**src/rtl/core/ftc_pkg.sv**
```systemverilog
// ----------------------------------------------------------------------------
// Fan temperature control loop package
// Shared widths, register codes, control constants and the queue item type.
// ----------------------------------------------------------------------------
package ftc_pkg;

  // Field and register widths
  localparam int ADC_W       = 10;
  localparam int SUM_W       = 14;
  localparam int GOAL_W      = 8;
  localparam int GAIN_W      = 4;
  localparam int DUTY_W      = 10;
  localparam int TEMP_W      = 9;
  localparam int CFG_DATA_W  = 8;
  localparam int CFG_INDEX_W = 1;

  // Configuration register indexes
  typedef enum logic [CFG_INDEX_W-1:0] {
    REG_GOAL_TEMP = 1'b0,
    REG_LOOP_GAIN = 1'b1
  } cfg_reg_t;

  localparam logic [GOAL_W-1:0] GOAL_RESET = 8'd40;
  localparam logic [GAIN_W-1:0] GAIN_RESET = 4'd5;

  // Parameter defaults
  localparam int AVG_COUNT_DEFAULT   = 10;
  localparam int QUEUE_DEPTH_DEFAULT = 2;

  // Conversion to degrees: (avg * 330) >> 10
  localparam int                TEMP_SCALE_W = 9;
  localparam logic [8:0]        TEMP_SCALE   = 9'd330;
  localparam int                TEMP_SHIFT   = 10;

  // Duty map breakpoints and segment coefficients
  localparam int         DUTY_OFF_T = 76;
  localparam int         DUTY_MID_T = 31;
  localparam int         DUTY_LOW_T = 20;
  localparam int         SLOPE_W    = 7;
  localparam logic [6:0] MID_SLOPE  = 7'd84;
  localparam logic [6:0] LOW_SLOPE  = 7'd49;
  localparam logic [7:0] MID_BASE   = 8'd63;
  localparam logic [7:0] LOW_BASE   = 8'd187;
  localparam logic [6:0] MID_DIV    = 7'd100;
  localparam logic [6:0] LOW_DIV    = 7'd10;
  localparam logic [6:0] PCT_MAX    = 7'd100;
  localparam logic [3:0] PCT_SCALE  = 4'd10;

  // Finished sum handed from front to back
  typedef struct packed {
    logic             valid;
    logic [SUM_W-1:0] sum;
  } sum_item_t;

endpackage

```
**src/rtl/core/ftc_front.sv**
```systemverilog
// ----------------------------------------------------------------------------
// Fan temperature control front end
// Accepts samples, accumulates the averaging window and pushes each finished
// sum into the queue when the trigger sample arrives.
// ----------------------------------------------------------------------------
module ftc_front import ftc_pkg::*; #(
  parameter int AVG_COUNT = AVG_COUNT_DEFAULT
) (
  input  logic             clk,
  input  logic             rst,
  input  logic             sample_valid,
  output logic             sample_stall,
  input  logic [ADC_W-1:0] adc_sample,
  input  logic             queue_full,
  output sum_item_t        push
);

  localparam int                CNT_W   = $clog2(AVG_COUNT + 1);
  localparam logic [CNT_W-1:0]  CNT_END = CNT_W'(AVG_COUNT);

  logic [SUM_W-1:0] sample_sum;
  logic [CNT_W-1:0] sample_count;
  logic             accept;
  logic             trigger;

  // Hold off new samples while the queue has no room
  assign sample_stall = queue_full;
  assign accept       = sample_valid && !queue_full;
  assign trigger      = (sample_count == CNT_END);

  assign push.valid = accept && trigger;
  assign push.sum   = sample_sum;

  // Accumulate the window; the trigger sample is dropped and restarts it
  always_ff @(posedge clk) begin
    if (rst) begin
      sample_sum   <= '0;
      sample_count <= '0;
    end else if (accept) begin
      if (trigger) begin
        sample_sum   <= '0;
        sample_count <= '0;
      end else begin
        sample_sum   <= sample_sum + SUM_W'(adc_sample);
        sample_count <= sample_count + 1'b1;
      end
    end
  end

endmodule

```
**src/rtl/core/ftc_queue.sv**
```systemverilog
// ----------------------------------------------------------------------------
// Fan temperature control sum queue
// Short FIFO of window sums between the front end and the update sequencer.
// ----------------------------------------------------------------------------
module ftc_queue import ftc_pkg::*; #(
  parameter int DEPTH = QUEUE_DEPTH_DEFAULT
) (
  input  logic      clk,
  input  logic      rst,
  input  sum_item_t push,
  output logic      full,
  output sum_item_t pop,
  input  logic      pop_stall
);

  localparam int               PTR_W   = (DEPTH > 1) ? $clog2(DEPTH) : 1;
  localparam int               FILL_W  = $clog2(DEPTH + 1);
  localparam logic [PTR_W-1:0] PTR_END = PTR_W'(DEPTH - 1);
  localparam logic [FILL_W-1:0] FILL_MAX = FILL_W'(DEPTH);

  logic [SUM_W-1:0]  entries [DEPTH];
  logic [PTR_W-1:0]  wr_ptr;
  logic [PTR_W-1:0]  rd_ptr;
  logic [FILL_W-1:0] fill;
  logic              do_push;
  logic              do_pop;

  assign full      = (fill == FILL_MAX);
  assign pop.valid = (fill != '0);
  assign pop.sum   = entries[rd_ptr];
  assign do_push   = push.valid && !full;
  assign do_pop    = pop.valid && !pop_stall;

  // Store pushed sums
  always_ff @(posedge clk) begin
    if (do_push) begin
      entries[wr_ptr] <= push.sum;
    end
  end

  // Advance pointers and fill level
  always_ff @(posedge clk) begin
    if (rst) begin
      wr_ptr <= '0;
      rd_ptr <= '0;
      fill   <= '0;
    end else begin
      if (do_push) begin
        wr_ptr <= (wr_ptr == PTR_END) ? '0 : wr_ptr + 1'b1;
      end
      if (do_pop) begin
        rd_ptr <= (rd_ptr == PTR_END) ? '0 : rd_ptr + 1'b1;
      end
      case ({do_push, do_pop})
        2'b10:   fill <= fill + 1'b1;
        2'b01:   fill <= fill - 1'b1;
        default: fill <= fill;
      endcase
    end
  end

endmodule

```
**src/rtl/core/ftc_back.sv**
```systemverilog
// ----------------------------------------------------------------------------
// Fan temperature control update sequencer
// Turns one window sum into a temperature and a duty compare value over a
// fixed sequence of steps, one multiply per step, and holds the result in an
// output register until it is taken.
// ----------------------------------------------------------------------------
module ftc_back import ftc_pkg::*; #(
  parameter int AVG_COUNT = AVG_COUNT_DEFAULT
) (
  input  logic              clk,
  input  logic              rst,
  input  logic [GOAL_W-1:0] goal_temp,
  input  logic [GAIN_W-1:0] loop_gain,
  input  sum_item_t         pop,
  output logic              pop_stall,
  output logic              result_valid,
  input  logic              result_stall,
  output logic [DUTY_W-1:0] duty_count,
  output logic [TEMP_W-1:0] temperature
);

  // Averaging divide by reciprocal multiply plus one correction
  localparam int                     CNT_W       = $clog2(AVG_COUNT + 1);
  localparam int                     AVG_SHIFT   = 18;
  localparam int                     AVG_RECIP_W = AVG_SHIFT + 1;
  localparam logic [AVG_RECIP_W-1:0] AVG_RECIP   = AVG_RECIP_W'((1 << AVG_SHIFT) / AVG_COUNT);
  localparam int                     AVG_PROD_W  = SUM_W + AVG_RECIP_W;
  localparam int                     AVG_BACK_W  = SUM_W + CNT_W;
  localparam logic [CNT_W-1:0]       AVG_DIV     = CNT_W'(AVG_COUNT);

  // Temperature and control widths
  localparam int TEMP_PROD_W = SUM_W + TEMP_SCALE_W;
  localparam int TEMP_FULL_W = TEMP_PROD_W - TEMP_SHIFT;
  localparam int ERR_W       = TEMP_FULL_W + 2;
  localparam int ADJ_W       = ERR_W + GAIN_W + 1;

  localparam logic signed [ADJ_W-1:0] T_OFF = ADJ_W'(DUTY_OFF_T);
  localparam logic signed [ADJ_W-1:0] T_MID = ADJ_W'(DUTY_MID_T);
  localparam logic signed [ADJ_W-1:0] T_LOW = ADJ_W'(DUTY_LOW_T);

  // Segment divide by 100 or 10, reciprocal multiply plus one correction
  localparam int                 X_W         = 13;
  localparam int                 DIV_SHIFT   = 16;
  localparam int                 DIV_RECIP_W = 13;
  localparam logic [DIV_RECIP_W-1:0] MID_RECIP = DIV_RECIP_W'((1 << DIV_SHIFT) / 100);
  localparam logic [DIV_RECIP_W-1:0] LOW_RECIP = DIV_RECIP_W'((1 << DIV_SHIFT) / 10);
  localparam int                 DIV_PROD_W  = X_W + DIV_RECIP_W;
  localparam int                 QD_W        = DIV_PROD_W - DIV_SHIFT;
  localparam int                 QBACK_W     = QD_W + SLOPE_W;
  localparam int                 PCT_W       = 7;

  typedef enum logic [2:0] {
    S_IDLE,
    S_AVG_MUL,
    S_AVG_FIX,
    S_TEMP,
    S_ADJ,
    S_MAP,
    S_DIV,
    S_DONE
  } state_t;

  typedef enum logic [1:0] {
    RGN_OFF,
    RGN_MID,
    RGN_LOW,
    RGN_FULL
  } region_t;

  state_t                   state;
  logic [SUM_W-1:0]         sum_r;
  logic [AVG_PROD_W-1:0]    avg_prod;
  logic [SUM_W-1:0]         avg;
  logic [TEMP_FULL_W-1:0]   temp_full;
  logic signed [ADJ_W-1:0]  adj;
  region_t                  region;
  logic [X_W-1:0]           slope_x;
  logic [DIV_PROD_W-1:0]    div_prod;

  logic [SUM_W-1:0]         avg_est;
  logic [AVG_BACK_W-1:0]    avg_back;
  logic [AVG_BACK_W-1:0]    avg_rem;
  logic [SUM_W-1:0]         avg_next;
  logic [TEMP_PROD_W-1:0]   temp_prod;
  logic signed [ADJ_W-1:0]  goal_s;
  logic signed [ADJ_W-1:0]  gain_s;
  logic signed [ADJ_W-1:0]  err_s;
  logic signed [ADJ_W-1:0]  adj_next;
  region_t                  region_next;
  logic [SLOPE_W-1:0]       t_low;
  logic [X_W-1:0]           slope_x_next;
  logic [DIV_RECIP_W-1:0]   recip_sel;
  logic [QD_W-1:0]          q_est;
  logic [SLOPE_W-1:0]       div_sel;
  logic [QBACK_W-1:0]       q_back;
  logic [QBACK_W-1:0]       q_rem;
  logic [QD_W-1:0]          q_fix;
  logic [QD_W-1:0]          pct_raw;
  logic [PCT_W-1:0]         pct;
  logic                     out_free;

  assign pop_stall = (state != S_IDLE);
  assign out_free  = !result_valid || !result_stall;

  // Average: estimate from the reciprocal product, then fix up by one
  assign avg_est  = avg_prod[AVG_SHIFT +: SUM_W];
  assign avg_back = avg_est * AVG_DIV;
  assign avg_rem  = AVG_BACK_W'(sum_r) - avg_back;
  assign avg_next = avg_est + SUM_W'(avg_rem >= AVG_BACK_W'(AVG_DIV));

  // Degrees from the average
  assign temp_prod = avg * TEMP_SCALE;

  // Proportional correction around the goal
  assign goal_s   = $signed(ADJ_W'(goal_temp));
  assign gain_s   = $signed(ADJ_W'(loop_gain));
  assign err_s    = goal_s - $signed(ADJ_W'(temp_full));
  assign adj_next = gain_s * err_s + goal_s;

  // Classify the corrected temperature and form the segment product
  assign t_low = adj[SLOPE_W-1:0];
  always_comb begin
    if (adj > T_OFF) begin
      region_next = RGN_OFF;
    end else if (adj > T_MID) begin
      region_next = RGN_MID;
    end else if (adj > T_LOW) begin
      region_next = RGN_LOW;
    end else begin
      region_next = RGN_FULL;
    end
  end
  assign slope_x_next = (region_next == RGN_MID) ? X_W'(t_low) * X_W'(MID_SLOPE)
                                                 : X_W'(t_low) * X_W'(LOW_SLOPE);

  // Segment quotient: estimate, then fix up by one
  assign recip_sel = (region == RGN_MID) ? MID_RECIP : LOW_RECIP;
  assign div_sel   = (region == RGN_MID) ? MID_DIV : LOW_DIV;
  assign q_est     = div_prod[DIV_SHIFT +: QD_W];
  assign q_back    = q_est * div_sel;
  assign q_rem     = QBACK_W'(slope_x) - q_back;
  assign q_fix     = q_est + QD_W'(q_rem >= QBACK_W'(div_sel));

  // Duty percent per region, limited to full scale
  always_comb begin
    unique case (region)
      RGN_OFF:  pct_raw = '0;
      RGN_MID:  pct_raw = QD_W'(MID_BASE) - q_fix;
      RGN_LOW:  pct_raw = QD_W'(LOW_BASE) - q_fix;
      RGN_FULL: pct_raw = QD_W'(PCT_MAX);
      default:  pct_raw = '0;
    endcase
    pct = (pct_raw > QD_W'(PCT_MAX)) ? PCT_MAX : pct_raw[PCT_W-1:0];
  end

  // Sequence the update and hold the result register
  always_ff @(posedge clk) begin
    if (rst) begin
      state        <= S_IDLE;
      result_valid <= 1'b0;
    end else begin
      // Drop a taken result unless a new one loads in the same cycle
      if (result_valid && !result_stall && (state != S_DONE)) begin
        result_valid <= 1'b0;
      end
      unique case (state)
        S_IDLE: begin
          if (pop.valid) begin
            sum_r <= pop.sum;
            state <= S_AVG_MUL;
          end
        end
        S_AVG_MUL: begin
          avg_prod <= sum_r * AVG_RECIP;
          state    <= S_AVG_FIX;
        end
        S_AVG_FIX: begin
          avg   <= avg_next;
          state <= S_TEMP;
        end
        S_TEMP: begin
          temp_full <= temp_prod[TEMP_SHIFT +: TEMP_FULL_W];
          state     <= S_ADJ;
        end
        S_ADJ: begin
          adj   <= adj_next;
          state <= S_MAP;
        end
        S_MAP: begin
          region  <= region_next;
          slope_x <= slope_x_next;
          state   <= S_DIV;
        end
        S_DIV: begin
          div_prod <= slope_x * recip_sel;
          state    <= S_DONE;
        end
        S_DONE: begin
          if (out_free) begin
            result_valid <= 1'b1;
            duty_count   <= DUTY_W'(pct) * DUTY_W'(PCT_SCALE);
            temperature  <= temp_full[TEMP_W-1:0];
            state        <= S_IDLE;
          end
        end
        default: state <= S_IDLE;
      endcase
    end
  end

endmodule

```
**src/rtl/core/fan_temperature_control_loop.sv**
```systemverilog
// ----------------------------------------------------------------------------
// Fan temperature control loop
// Averages temperature samples and maps the corrected temperature to a fan
// PWM compare value.
// ----------------------------------------------------------------------------
// A sample is taken in every cycle while the sum queue has room. The first
// AVG_COUNT samples of a window are summed; the next one is dropped and
// starts an update. The update runs in a sequencer behind a QUEUE_DEPTH-entry
// queue, one step per multiply (average, degrees, correction, segment product,
// segment divide) from leaving the queue to the result register. One result
// (duty percent times ten, and the averaged temperature) comes out per window
// of AVG_COUNT + 1 samples. The user must write goal_temp and loop_gain via the
// config port while no update is pending; the block does not enforce this.
// ----------------------------------------------------------------------------
module fan_temperature_control_loop import ftc_pkg::*; #(
  parameter int AVG_COUNT   = AVG_COUNT_DEFAULT,
  parameter int QUEUE_DEPTH = QUEUE_DEPTH_DEFAULT
) (
  input  logic                   clk,
  input  logic                   rst,
  input  logic                   cfg_write,
  input  logic [CFG_INDEX_W-1:0] cfg_index,
  input  logic [CFG_DATA_W-1:0]  cfg_data,
  input  logic                   sample_valid,
  output logic                   sample_stall,
  input  logic [ADC_W-1:0]       adc_sample,
  output logic                   result_valid,
  input  logic                   result_stall,
  output logic [DUTY_W-1:0]      duty_count,
  output logic [TEMP_W-1:0]      temperature
);

  logic [GOAL_W-1:0] goal_temp;
  logic [GAIN_W-1:0] loop_gain;
  sum_item_t         push;
  sum_item_t         pop;
  logic              queue_full;
  logic              pop_stall;

  // Configuration registers
  always_ff @(posedge clk) begin
    if (rst) begin
      goal_temp <= GOAL_RESET;
      loop_gain <= GAIN_RESET;
    end else if (cfg_write) begin
      unique case (cfg_reg_t'(cfg_index))
        REG_GOAL_TEMP: goal_temp <= cfg_data[GOAL_W-1:0];
        REG_LOOP_GAIN: loop_gain <= cfg_data[GAIN_W-1:0];
        default:       goal_temp <= goal_temp;
      endcase
    end
  end

  ftc_front #(
    .AVG_COUNT (AVG_COUNT)
  ) u_front (
    .clk          (clk),
    .rst          (rst),
    .sample_valid (sample_valid),
    .sample_stall (sample_stall),
    .adc_sample   (adc_sample),
    .queue_full   (queue_full),
    .push         (push)
  );

  ftc_queue #(
    .DEPTH (QUEUE_DEPTH)
  ) u_queue (
    .clk       (clk),
    .rst       (rst),
    .push      (push),
    .full      (queue_full),
    .pop       (pop),
    .pop_stall (pop_stall)
  );

  ftc_back #(
    .AVG_COUNT (AVG_COUNT)
  ) u_back (
    .clk          (clk),
    .rst          (rst),
    .goal_temp    (goal_temp),
    .loop_gain    (loop_gain),
    .pop          (pop),
    .pop_stall    (pop_stall),
    .result_valid (result_valid),
    .result_stall (result_stall),
    .duty_count   (duty_count),
    .temperature  (temperature)
  );

  // Never push a sum into a full queue
  assert property (@(posedge clk) disable iff (rst) push.valid |-> !queue_full)
    else $error("sum pushed into full queue");

  // A pushed sum is waiting in the queue on the next cycle
  assert property (@(posedge clk) disable iff (rst) push.valid |=> pop.valid)
    else $error("pushed sum not visible at queue head");

  // Duty compare value stays within the PWM period
  assert property (@(posedge clk) disable iff (rst)
                   result_valid |-> (duty_count <= DUTY_W'(1000)))
    else $error("duty compare value beyond period");

endmodule

```
**config.mk**
```make
export PLATFORM = sky130hd
export DESIGN_NAME = fan_temperature_control_loop
export DESIGN_NICKNAME = d
export VERILOG_FILES = /design/src/rtl/core/ftc_pkg.sv /design/src/rtl/core/ftc_front.sv /design/src/rtl/core/ftc_queue.sv /design/src/rtl/core/ftc_back.sv /design/src/rtl/core/fan_temperature_control_loop.sv
export SDC_FILE = /design/constraint.sdc
export NUM_CORES = 1
export LEC_CHECK = 0
export BUFFER_PORTS_ARGS = -buffer_cell sky130_fd_sc_hd__buf_2
export CORE_ASPECT_RATIO = 0.9
export CORE_MARGIN = 5
export CORE_UTILIZATION = 40
export CTS_CLUSTER_DIAMETER = 100
export CTS_CLUSTER_SIZE = 40
export DETAILED_ROUTE_END_ITERATION = 8
export HOLD_SLACK_MARGIN = 0.12
export PLACE_DENSITY = 0.63
export SLEW_MARGIN = 20
export SYNTH_ARGS = -nofsm -noshare
export SYNTH_HDL_FRONTEND = slang
export SYNTH_SLANG_ARGS = --single-unit
```
**constraint.sdc**
```tcl
create_clock -name clk -period 8.8 [get_ports clk]
set_clock_uncertainty 0.1 [all_clocks]
set_input_delay 0.88 -clock clk [delete_from_list [all_inputs] [get_ports clk]]
set_output_delay 0.88 -clock clk [all_outputs]
set_load 0.02 [all_outputs]
```
==> results.py <==
metrics = {
    "drt": {
        "vias_per_cell": 5.04,
        "route.detailed.drc": 0,
        "vias": 16100,
        "ant_nets": 0,
        "first_pass_iters": 6,
        "drt_iter0_markers": 704,
        "wl_per_cell_um": 15.4,
        "wl_mm": 49.1,
    },
    "cts": {
        "clk_pin_slew_ps": 80,
        "ctsHoldBuffers": 0,
        "clock_path_buffers": 2,
        "htree_levels": 4,
        "cts_made_buffers": 17,
        "cts_tree": "yes",
        "cts-root-buf": "clkbuf_16",
        "clock_latency_ps": 480,
        "cts.sinks": 178,
    },
    "synth": {
        "netlist_top_cells_area": "ha_1, edfxtp_1, fa_1",
        "synth_area_mm2": 0.0234,
        "synthMostInstantiatedCell": "ha_1",
        "syn_avg_cell_area_um2": 9.89,
        "netlist.area_leader.share_pct": 26.8,
        "ys_async_sr_fraction_pct": 0,
        "yosys-top-cells-count": "ha_1, inv_1, fa_1",
        "yosys_most_used_dff": "edfxtp_1",
        "ys_seq_area_share_pct": 21.2,
        "synthMuxAreaShare_pct": 1.17,
        "synth_xor_area_share_pct": 4.57,
        "yosysWarnings": 0,
        "yosys_register_bits": 178,
        "synthAdderAreaFrac_pct": 44.6,
        "synth-edff-count": 140,
        "synth_cell_type_count": 81,
        "synth-simple-area-share_pct": 11.2,
        "yosysTopAreaCell": "ha_1",
        "synth_top_family_by_area": "adder cells",
        "synth_compound_area_share_pct": 9.35,
        "synth_cells": 2363,
    },
    "placed_design": {
        "place_inst": 3161,
        "place.gp.congestion": 0.903,
        "port_buffers": 43,
        "place_hpwl_mm": 41.9,
        "place_ws_ps": -282,
    },
    "global_route": {
        "grt-ovfl-total": 0,
        "grtUsageTotal_pct": 15.8,
        "antenna_found_initial": 0,
        "grt_pass1_vias": 16900,
        "grt_max_degree": 39,
        "grt_pass1_wl_mm": 82.4,
    },
    "power": {
        "ir_drop_uv": 108,
        "p_clk_share_pct": 31.4,
        "comb_power_share_pct": 29.1,
        "leakagePower_nw": 12.5,
        "power_mw": 2.46,
        "p_sw_uw": 769,
        "p_sw_share_pct": 31.2,
        "p_per_area_mw_per_mm2": 97.4,
        "intPower_mw": 1.69,
        "p_seq_share_pct": 39.5,
    },
    "setup_path": {
        "cp.required_ps": 8940,
        "slowest_stage": "fa_1",
        "cp_max_fo": 14,
        "cp.arrival_ps": 8590,
        "slowest_delay_ps": 540,
        "ff2ff_path_depth": 38,
        "crit_type": "register to register",
        "r2r_setup_slack_ps": 350,
        "start_kind": "register",
        "timing.rr.start": "u_back.region[1]$_DFFE_PP_",
        "endpoint_kind": "register",
        "r2r_end": "u_back.duty_count[8]$_DFFE_PP_",
    },
    "timing": {
        "min_period_ps": 8450,
        "period_share_pct": 96.0,
        "timing.slew.headroom_pct": 34.9,
        "final.setup.worst_slack_ps": 352,
        "worstMarginPinSlew_ps": 977,
        "whs_ps": 355,
        "slew_viol_final": 0,
        "finalHoldViolCount": 0,
        "setup_viol": 0,
        "timing.fmax_mhz": 118,
    },
    "die": {
        "pin_count": 45,
        "fp.coreArea_mm2": 0.0581,
        "die_y_um": 239,
        "die_x_um": 265,
        "die-area_mm2": 0.0634,
        "start_util_pct": 40.2,
        "rows": 84,
    },
    "hold_path": {
        "hp-class": "register to register",
        "min_from": "u_back.temp_full[7]$_DFFE_PP_",
        "holdPathStages": 0,
        "worstHoldEndpoint": "u_back.temperature[7]$_DFFE_PP_",
    },
    "finish": {
        "nets": 3141,
        "post-route-util_pct": 43.5,
        "synthToLayoutAreaGrowth_pct": 8.29,
        "final-instance-count-excl-fill": 3197,
        "drive_gt1_share_pct": 7.56,
    },
    "run": {
        "drv_cap": 0,
    },
    "outcome": {
        "status": "finished, final reports clean",
    },
}
[area by class of cell]
class,instances,area [µm²]
fill,5489,32800
clock buffer,18,429
clock inverter,14,153
timing repair buffer,71,429
sequential,178,4960
multi-input combinational,1705,16700
antenna,1,2.50
inverter,436,1640
tap,774,968
[registers in the layout, indices dropped and copies added, names as in the netlist, 2 cells and up]
name and cells:
goal_temp 8, loop_gain 4, u_back.adj 20, u_back.avg 12
u_back.avg_prod 11, u_back.div_prod 10, u_back.duty_count 9, u_back.region 2
u_back.slope_x 13, u_back.state 3, u_back.sum_r 14, u_back.temp_full 12
u_back.temperature 9, u_front.sample_count 4, u_front.sample_sum 14, u_queue.entries 28
u_queue.fill 2
[how the worst max path moves through the flow]
stage,start,end,slack (ps),depth (start not counted)
6_report,u_back.region[1]$_DFFE_PP_,u_back.duty_count[8]$_DFFE_PP_,350,38
5_1_grt,u_back.region[1]$_DFFE_PP_,u_back.duty_count[8]$_DFFE_PP_,-40,39
4_1_cts,u_back.region[0]$_DFFE_PP_,u_back.duty_count[9]$_DFFE_PP_,4,39
3_5_place_dp,u_back.region[0]$_DFFE_PP_,u_back.duty_count[9]$_DFFE_PP_,-280,39
3_3_place_gp,u_back.region[0]$_DFFE_PP_,u_back.duty_count[9]$_DFFE_PP_,80,38
2_1_floorplan,u_back.region[1]$_DFFE_PP_,u_back.duty_count[9]$_DFFE_PP_,150,38
[logic make-up (layout without fill, tap and decap cells)]
group,after synthesis,count (layout)
simple gates,512,512
buf+inv,483,539
other cells,1,5
mux,25,25
fa+ha+maj,708,708
xor+xnor,122,122
flops,178,178
compound gates,334,334
[what timing repair did]
| item | CTS | global route |
|---|---|---|
| resized for setup | 6 | 25 |
| setup endpoints to repair | 5 | 5 |
| buffers inserted | 0 | 3 |
| pin swaps | 0 | 9 |
| gates cloned | 0 | 0 |
[power by group through the flow]
stage,Sequential [mW],Clock (mW),Combinational (mW)
4_1_cts,0.973,0.797,0.717
3_5_place_dp,0.992,0,0.710
5_1_grt,0.976,0.826,0.819
2_1_floorplan,0.979,0,0.574
6_report,0.973,0.773,0.717
3_3_place_gp,0.991,0,0.688
[cell usage in the layout (no fill, tap or decap), types with 8 or more instances in the layout]
master       n
ha_1       497
inv_1      434
fa_1       206
edfxtp_1   140
nor2_1     135
nand2_1    112
a21oi_1     97
xnor2_1     84
o21ai_0     67
and2_1      45
buf_2       43
dfxtp_1     38
nor2b_1     37
xor2_1      35
a21o_1      34
nand3_1     32
buf_4       27
nor3_1      23
nand2b_1    22
mux2_2      18
clkbuf_16   17
or2_2       16
nor3b_1     13
and3_1      13
o21bai_1    13
a211oi_1    11
nand4_1     10
o21a_1      10
o22ai_1      9
nor4_1       9
a21boi_0     8
[worst max-delay path, delay by kind of cell, from the launching register on]
kind / cells / cell delay, ps
adder cells (fa/ha/maj): 10 / 3290
AO/OA/AOI/OAI: 12 / 2440
AND/OR/NAND/NOR: 8 / 1300
buffers and inverters: 6 / 450
flip-flops: 1 / 380
XOR/XNOR: 2 / 260
[routing by layer]
| metal | track usage (%) | up-vias | share of wire [%] |
|---|---|---|---|
| met5 | 0 | - | 0 |
| met4 | 4.08 | 0 | 1.9 |
| met3 | 2.59 | 56 | 3.9 |
| met2 | 26.9 | 276 | 47 |
| met1 | 21.3 | 7746 | 47 |
| li1 | - | 8050 | - |
[metrics by stage]
step	TNS [ps]	area (µm²)
4_1_cts	0	25200
6_report	0	25300
2_1_floorplan	0	23400
3_3_place_gp	0	24600
3_5_place_dp	-607	24600
5_1_grt	-39.7	25300
Power figures use the tool's default switching activity.
